[src/design/bced_pkg.sv]
// Package for the button click event detector.
// Holds the widths, event codes, register indexes and reset values, and the button
// state and configuration structs. Has no dependencies.
package bced_pkg;

  localparam int unsigned TimeWidth = 32;
  localparam int unsigned RegWidth  = 24;
  localparam int unsigned IdxWidth  = 2;

  typedef enum logic [1:0] {
    EVT_NONE   = 2'd0,
    EVT_SINGLE = 2'd1,
    EVT_DOUBLE = 2'd2,
    EVT_LONG   = 2'd3
  } event_t;

  localparam logic [IdxWidth-1:0] REG_DEBOUNCE     = 2'd0;
  localparam logic [IdxWidth-1:0] REG_DOUBLE_CLICK = 2'd1;
  localparam logic [IdxWidth-1:0] REG_LONG_PRESS   = 2'd2;

  localparam logic [RegWidth-1:0] DEBOUNCE_RESET     = 24'd5;
  localparam logic [RegWidth-1:0] DOUBLE_CLICK_RESET = 24'd4000;
  localparam logic [RegWidth-1:0] LONG_PRESS_RESET   = 24'd10000;

  typedef struct packed {
    logic                 level;
    logic [TimeWidth-1:0] press_time;
    logic                 long_inhibit;
  } btn_state_t;

  typedef struct packed {
    logic [RegWidth-1:0] debounce_ticks;
    logic [RegWidth-1:0] double_click_ticks;
    logic [RegWidth-1:0] long_press_ticks;
  } btn_cfg_t;

endpackage

[src/design/bced_decide.sv]
// Decision logic for one poll: classifies the edge or hold and computes the next state.
// Depends on bced_pkg.
module bced_decide (
  input  bced_pkg::btn_state_t         state,
  input  bced_pkg::btn_cfg_t           cfg,
  input  logic [bced_pkg::TimeWidth-1:0] now_ticks,
  input  logic                         button_level,
  output bced_pkg::btn_state_t         state_next,
  output bced_pkg::event_t             event_code
);
  import bced_pkg::*;

  logic [TimeWidth-1:0] debounce_limit;
  logic [TimeWidth-1:0] double_limit;
  logic [TimeWidth-1:0] long_limit;
  logic                 debounce_done;
  logic                 double_done;
  logic                 long_done;

  // Sums wrap at the time width; the compares are plain unsigned compares.
  assign debounce_limit = state.press_time +
                          {{(TimeWidth-RegWidth){1'b0}}, cfg.debounce_ticks};
  assign double_limit   = state.press_time +
                          {{(TimeWidth-RegWidth){1'b0}}, cfg.double_click_ticks};
  assign long_limit     = state.press_time +
                          {{(TimeWidth-RegWidth){1'b0}}, cfg.long_press_ticks};
  assign debounce_done  = now_ticks >= debounce_limit;
  assign double_done    = now_ticks >= double_limit;
  assign long_done      = now_ticks >= long_limit;

  always_comb begin
    state_next       = state;
    state_next.level = button_level;
    event_code       = EVT_NONE;
    if (button_level != state.level) begin
      if (debounce_done) begin
        if (!button_level) begin
          if (state.long_inhibit) begin
            state_next.long_inhibit = 1'b0;
          end else begin
            event_code = EVT_SINGLE;
          end
        end else begin
          if (!double_done) begin
            event_code = EVT_DOUBLE;
          end else begin
            state_next.press_time = now_ticks;
          end
        end
      end
    end else if (button_level && !state.long_inhibit && long_done) begin
      event_code              = EVT_LONG;
      state_next.long_inhibit = 1'b1;
    end
  end

endmodule

[src/design/button_click_event_detector.sv]
// Top level of the button click event detector.
// Depends on bced_pkg and bced_decide.
//
// Each input item is one poll of a push button: a 32-bit timestamp and the
// button level. Each poll yields exactly one result item holding an event
// code: none, single click, double click or long press.
// Polls enter on in_valid/in_stall and results leave on out_valid/out_stall.
// A poll is captured in an input register, decided combinationally and
// written to the result register when it advances. One poll per cycle is
// sustained while the receiver does not stall; the debounce,
// double-click and long-press compares sit between the two registers.
// When the receiver stalls, the result register holds its item, the input
// register still takes one more poll, and in_stall rises only when both are
// full. Reset clears the valid flags of both registers and the button
// state, and loads the configuration registers with their reset values.
// Configuration is written through cfg_write, cfg_index and cfg_data while
// no poll is in flight; an index beyond the last register is ignored.
module button_click_event_detector (
  input  logic                            clk,
  input  logic                            rst,
  input  logic                            cfg_write,
  input  logic [bced_pkg::IdxWidth-1:0]   cfg_index,
  input  logic [bced_pkg::RegWidth-1:0]   cfg_data,
  input  logic                            in_valid,
  output logic                            in_stall,
  input  logic [bced_pkg::TimeWidth-1:0]  now_ticks,
  input  logic                            button_level,
  output logic                            out_valid,
  input  logic                            out_stall,
  output logic [1:0]                      event_code
);
  import bced_pkg::*;

  btn_cfg_t             cfg;
  btn_state_t           state;
  btn_state_t           state_next;
  event_t               decided_event;
  logic                 poll_valid;
  logic [TimeWidth-1:0] poll_time;
  logic                 poll_level;
  logic                 advance;

  assign advance  = poll_valid && (!out_valid || !out_stall);
  assign in_stall = poll_valid && !advance;

  always_ff @(posedge clk) begin
    if (rst) begin
      cfg.debounce_ticks     <= DEBOUNCE_RESET;
      cfg.double_click_ticks <= DOUBLE_CLICK_RESET;
      cfg.long_press_ticks   <= LONG_PRESS_RESET;
    end else if (cfg_write) begin
      case (cfg_index)
        REG_DEBOUNCE:     cfg.debounce_ticks     <= cfg_data;
        REG_DOUBLE_CLICK: cfg.double_click_ticks <= cfg_data;
        REG_LONG_PRESS:   cfg.long_press_ticks   <= cfg_data;
        default:          ;
      endcase
    end
  end

  always_ff @(posedge clk) begin
    if (rst) begin
      poll_valid <= 1'b0;
    end else if (in_valid && !in_stall) begin
      poll_valid <= 1'b1;
    end else if (advance) begin
      poll_valid <= 1'b0;
    end
  end

  always_ff @(posedge clk) begin
    if (in_valid && !in_stall) begin
      poll_time  <= now_ticks;
      poll_level <= button_level;
    end
  end

  bced_decide u_decide (
    .state        (state),
    .cfg          (cfg),
    .now_ticks    (poll_time),
    .button_level (poll_level),
    .state_next   (state_next),
    .event_code   (decided_event)
  );

  always_ff @(posedge clk) begin
    if (rst) begin
      state <= '0;
    end else if (advance) begin
      state <= state_next;
    end
  end

  always_ff @(posedge clk) begin
    if (rst) begin
      out_valid <= 1'b0;
    end else if (advance) begin
      out_valid <= 1'b1;
    end else if (!out_stall) begin
      out_valid <= 1'b0;
    end
  end

  always_ff @(posedge clk) begin
    if (advance) begin
      event_code <= decided_event;
    end
  end

`ifndef SYNTHESIS
  a_stall_needs_poll: assert property (@(posedge clk) disable iff (rst)
    in_stall |-> poll_valid && out_valid && out_stall)
    else $error("input stalled without a held poll and a stalled result");

  a_long_sets_inhibit: assert property (@(posedge clk) disable iff (rst)
    advance && decided_event == EVT_LONG |=> state.long_inhibit)
    else $error("long press did not set the inhibit flag");

  a_long_needs_hold: assert property (@(posedge clk) disable iff (rst)
    advance && decided_event == EVT_LONG |-> poll_level && state.level)
    else $error("long press reported without a held button");

  a_double_keeps_time: assert property (@(posedge clk) disable iff (rst)
    advance && decided_event == EVT_DOUBLE |=> $stable(state.press_time))
    else $error("double click changed the press time");
`endif

endmodule

[config.mk]
export PLATFORM = sky130hd
export DESIGN_NAME = button_click_event_detector
export DESIGN_NICKNAME = d
export VERILOG_FILES = /design/src/design/bced_pkg.sv /design/src/design/bced_decide.sv /design/src/design/button_click_event_detector.sv
export SDC_FILE = /design/constraint.sdc
export NUM_CORES = 1
export LEC_CHECK = 0
export BUFFER_PORTS_ARGS = -buffer_cell sky130_fd_sc_hd__buf_2
export CAP_MARGIN = 20
export CORE_AREA = 2 2 101 201
export CTS_BUF_LIST = sky130_fd_sc_hd__clkbuf_8
export DETAILED_ROUTE_END_ITERATION = 8
export DIE_AREA = 0 0 103 203
export PLACE_DENSITY = 0.84
export SLEW_MARGIN = 25
export SYNTH_ARGS = -nofsm -noshare
export SYNTH_HDL_FRONTEND = slang
export SYNTH_SLANG_ARGS = --single-unit
[constraint.sdc]
create_clock -name clk -period 5 [get_ports clk]
set_clock_uncertainty 0.05 [all_clocks]
set_input_delay 0.5 -clock clk [delete_from_list [all_inputs] [get_ports clk]]
set_output_delay 0.5 -clock clk [all_outputs]
set_load 0.005 [all_outputs]
Word level (Yosys, flattened, before mapping)
Index checks and enable logic that the tools add are counted.
{ "word_totals": {"romBits": 0, "register_bits": 143, "latchBits": 0, "input_bits": 64, "ramBits": 0, "elab_cells": 56, "memories": 0} }
{ "classes": {"add_sub_neg": 3, "n_reduce_logical": 19, "mux": 14, "bitwise_logic": 0, "div_mod_pow": 0, "n_shift": 0, "multipliers": 0, "n_eq_ne": 6, "n_lt_le_gt_ge": 3} }
{ "op_table": {"columns": ["cell", "n"], "rows": [
  ["adder 32 x 24 -> 32 bit", 3],
  [">= comparator 32 bit", 3],
  ["two-way mux 2 bit", 5],
  ["two-way mux 1 bit", 9],
  ["AND reduction 2 bit", 3],
  ["logical AND 1 bit", 5],
  ["zero test 1 bit", 5],
  ["AND reduction 5 bit", 1],
  ["!= test 2 x 1 -> 1 bit (second input constant)", 2],
  ["AND reduction 4 bit", 1],
  ["nonzero test 2 bit", 2],
  ["== test 2 x 1 -> 1 bit (second input constant)", 1],
  ["== test 2 bit (second input constant)", 1],
  ["zero test 2 bit", 1],
  ["!= test 2 bit (second input constant)", 1],
  ["logical OR 1 bit", 1],
  ["!= test 1 bit", 1]
]} }

Longest topological paths before layout
{ "depth": {"depth_word": 8, "mapped_depth": 20, "depth_no_buf": 19} }

Hierarchy
Synthesis repeated with hierarchy kept, for this count alone.
{ "unflattened": {"cells_unflattened": 1295, "area_unflattened_um2": 12091.6} }
{ "modules_own_cells": {"columns": ["module", "instances", "cells_each", "area_each_um2"], "rows": [
  ["bced_decide", 1, 826, 6525.0],
  ["button_click_event_detector", 1, 469, 5566.6]
]} }

Least setup slack after synthesis
No wires, ideal clock.
{ "synth_path": {"kind": "register to register", "start": "register, netlist name state[1]", "end": "register, netlist name state[10]", "t_arrival_ps": 4652, "path_stages_with_launch": 20, "slack_ps": 227, "period_less_slack_ps": 4773, "n_path_buf": 1, "setup_ps": 72, "cell_sequence": "dfxtp_1 > ha_1 > inv_1 > fa_1 > nand2b_1 > a21oi_1 > o21ai_0 > o31ai_1 > a41o_1 > a41oi_1 > nor2_1 > xnor2_1 > ha_1 > nand4_1 > or2_1 > or4_1 > o32a_4 > nor3_4 > buf_6 > mux2i_1"} }
{ "synth_between": {"elab_chain_cells": 3, "elab_cells_between_ends": 5, "cone_classes": "add/sub: 2; order compare: 2; reduce/logical: 1"} }
{ "synth_lines": {"columns": ["element", "line"], "rows": [
  ["adder 32 x 24 -> 32 bit, on equally long branches", "bced_decide.sv:23, bced_decide.sv:21"],
  [">= comparator 32 bit, on equally long branches", "bced_decide.sv:28, bced_decide.sv:27"],
  ["AND reduction 5 bit (no source line) *", null]
]} }
Every way passes the cells marked *; elsewhere a longest branch is shown, timed or not.
A chain may end at the register's enable or synchronous reset.

Worst setup path after layout
{ "layout_path": {"start": "register, netlist name state[4]", "end": "register, netlist name state[2]"} }
{ "layout_between": {"elab_chain_cells": 3, "elab_cells_between_ends": 5, "cone_classes": "add/sub: 2; order compare: 2; reduce/logical: 1"} }
{ "layout_lines": {"columns": ["element", "line"], "rows": [
  ["adder 32 x 24 -> 32 bit, on equally long branches", "bced_decide.sv:23, bced_decide.sv:21"],
  [">= comparator 32 bit, on equally long branches", "bced_decide.sv:28, bced_decide.sv:27"],
  ["AND reduction 5 bit (no source line) *", null]
]} }
Marked as above.

==> results.tsv <==
metric	value	unit
CP Cell Sequence	ha_1, o21ai_0, o21ai_0, buf_4, a41oi_2, o211ai_1, nand3_1, a31oi_4, nand2_1, xnor2_1, ha_1, nand4_1, or2_1, or4_1, o32a_4, nor3_4, buf_6, buf_12, mux2i_1	
Area Overhead vs Synth	13.3	%
cts bufs inserted	17	
routed via count	10200	
Vias/cell	6.20	
Antenna Cells	0	
Final Total Pwr	2.67	mW
worst-path fanout max	12	
top-area cell type share of the netlist area	0.194	
Pre-Repair DR Iteration Count	5	
Placer Congestion	1.04	
first-pass GRT wire length	52.6	mm
Post-DP HPWL	26.3	mm
H-tree Lvls	4	
Critical Path AT	5.26	ns
Async S/R FF share, synth	0	
Tightest Hold Check Type	in -> reg	
worst skew pair latency	0.51	ns
Buffers on Ports	67	
startpoint types	register	
Post-CTS Hold Fix Bufs	0	
final setup violating endpoints	0	
Die Width	103	um
number of flops mapped to enable cells by yosys	35	
post-synthesis sequential area ratio	0.289	
CP endpoint kind	register	
GRT Total Usage	0.338	
CP max stage cell	or4_1	
status	completed	
critical path type	reg -> reg	
P per Cell Area	212	nW/um2
CTS Root Cell	clkbuf_8	
Hold Vio Cnt, Final	0	
Worst-Margin Slew	0.907	ns
flops & latches, synth	143	
Syn Nets	1513	
Fmax	205	MHz
setup ws final	0.118	ns
Slew headroom	0.395	
slowest stage delay, CP	0.53	ns
DIE AREA	20900	um2
Design Area, Final	12600	um2
count of final max-slew check failures	0	
Required @ worst endpoint	5.38	ns
top cells by area, synth	dfxtp_1 (19%), ha_1 (19%), edfxtp_1 (9.4%), a21oi_1 (6.2%), nand2_1 (6.1%)	
Yosys top cell by area	dfxtp_1	
# rows	72	
final wirelength	34.3	mm
initial antenna violation count	0	
pre-CTS setup slack	-0.102	ns
synthesized area	11100	um2
post-route clock period utilization	0.976	
Hold Slack	0.115	ns
# fillers	1658	
CTS clk-pin slew, worst paths	0.10	ns
placed instance area	12000	um2
Netlist cell types	72	
GR Overflow Total	0	
nets	1614	
core region area	19300	um2
vias in the first global route	10300	
Max-Cap Viols	0	
Detail Route Antenna Nets	0	
Yosys warnings	0	
syn avg cell area	8.71	um2
Remaining DRCs	0	
Post-Syn Instances	1277	
initial core utilization	0.577	
total clock sinks	143	
I/O pin count	68	
setup TNS	0	ns
layout cells sized above 1	0.139	
CTS tree	done	
Worst VDD drop	0.176	mV
clk buf depth	2	
Main synth FF type	dfxtp_1	
drt initial violations	524	
Die Y-Extent	203	um
drt wl/cell	20.8	um
largest net degree at the start of global routing	103	
Leak	5.44	nW
final worst path period need	4.88	ns
==> critical path: cells and delay by family (launching register included) <==
family          cells  cell delay [ns]
simple gates        6             1.51
compound gates      6             1.44
fa+ha+maj           2             0.66
buf+inv             3             0.47
flops               1             0.36
mux                 1             0.20
xor+xnor            1             0.13
==> final timing paths <==
check | startpoint | endpoint | slack, ns | cells past startpoint
setup / recovery | state[4] | state[2] | 0.12 | 19
hold reg to reg | cfg[7] | cfg[7] | 0.42 | 2
setup reg to reg | state[4] | state[2] | 0.12 | 19
hold / removal | now_ticks[27] | poll_time[27] | 0.11 | 1
==> state kept, by name, summed over array words and instances (netlist names) <==
register    flops
cfg            72
state          34
poll_time      32
event_code      2
out_valid       1
poll_level      1
poll_valid      1
==> stage by stage <==
stage	cells	utilization
final	1650	0.653
after global routing	1650	0.653
after CTS	1648	0.646
after detailed placement	1613	0.624
after global placement	1612	0.622
after floorplan	1277	-
==> cells by family after synthesis <==
group | Yosys count | synth area share
and+or+nand+nor | 448 | 0.202
AOI/OAI and AO/OA | 334 | 0.194
adders and majority gates | 172 | 0.196
DFF | 143 | 0.289
xor gates and xnor gates | 82 | 0.0646
buffers and inverters | 65 | 0.0258
muxes | 33 | 0.0297
==> Yosys cell counts, types with 2 or more instances <==
cell and count:
and2_1 3, and3_1 9, a2111oi_0 3, inv_1 22, nand2_1 182, or2b_1 8
nor2b_1 13, nor3_1 15, a31oi_1 14, fa_1 3, o21ai_0 43, nor2_1 51
nand2b_1 77, or2_2 4, mux2i_1 33, o21a_1 6, nor4_1 7, nand3b_1 19
edfxtp_1 35, o21bai_1 10, xnor2_1 40, or3_1 5, ha_1 169, and2b_1 2
a21boi_0 2, o31ai_1 4, a21o_1 62, and4_1 3, a211o_1 2, a211oi_1 10
a41oi_1 7, nand4_1 20, buf_6 5, nand3_1 21, o211ai_1 10, o22ai_1 2
nor3b_1 2, xor2_1 42, a21oi_1 137, clkbuf_1 36, dfxtp_1 108
==> metal layers <==
layer / track usage / wire length (um)
met1: 0.282 / 10300
met2: 0.607 / 18100
met3: 0.0585 / 1470
met4: 0.359 / 4410
met5: 0 / 0
==> layout make-up <==
cell class / instances / area (um2) / area share
flip-flops and latches: 143 / 3210 / 0.255
repair buffers: 125 / 826 / 0.0656
clock inverters: 15 / 136 / 0.0108
well taps: 259 / 324 / 0.0257
multi-input cells: 1069 / 7780 / 0.618
clock buffers: 17 / 234 / 0.0186
inverters: 22 / 82.6 / 0.00656
==> power breakdown <==
group          switching [mW]  internal (mW)
clock network           0.560          0.370
registers              0.0553           1.23
logic                   0.255          0.200
total                   0.871           1.80
==> what timing repair did <==
item                                   4_1_cts  5_1_grt
setup endpoints to repair                   32       35
pin swaps                                    2       12
resized for setup                            5       28
endpoints found under the hold margin        0        0
buffers inserted                             2        2
gates cloned                                 1        0
==> cell usage in the layout (no fill, tap or decap), types with 4 or more instances in the layout <==
| master | n |
|---|---|
| nand2_1 | 182 |
| ha_1 | 168 |
| a21oi_1 | 132 |
| dfxtp_1 | 107 |
| nand2b_1 | 76 |
| buf_2 | 66 |
| a21o_1 | 62 |
| buf_4 | 54 |
| nor2_1 | 48 |
| xor2_1 | 42 |
| o21ai_0 | 40 |
| xnor2_1 | 40 |
| edfxtp_1 | 35 |
| mux2i_1 | 33 |
| inv_1 | 22 |
| nand3_1 | 21 |
| nand4_1 | 20 |
| nand3b_1 | 19 |
| clkbuf_8 | 17 |
| nor3_1 | 15 |
| a31oi_1 | 13 |
| nor2b_1 | 11 |
| a211oi_1 | 10 |
| o211ai_1 | 10 |
| o21bai_1 | 10 |
| and3_1 | 9 |
| or2b_1 | 8 |
| nor4_1 | 7 |
| o21a_1 | 6 |
| inv_8 | 6 |
| or3_1 | 5 |
| a41oi_1 | 5 |
| inv_6 | 5 |
| or2_2 | 4 |
| a21oi_2 | 4 |
| inv_4 | 4 |
No activity file was read; power rests on OpenSTA's default activity.
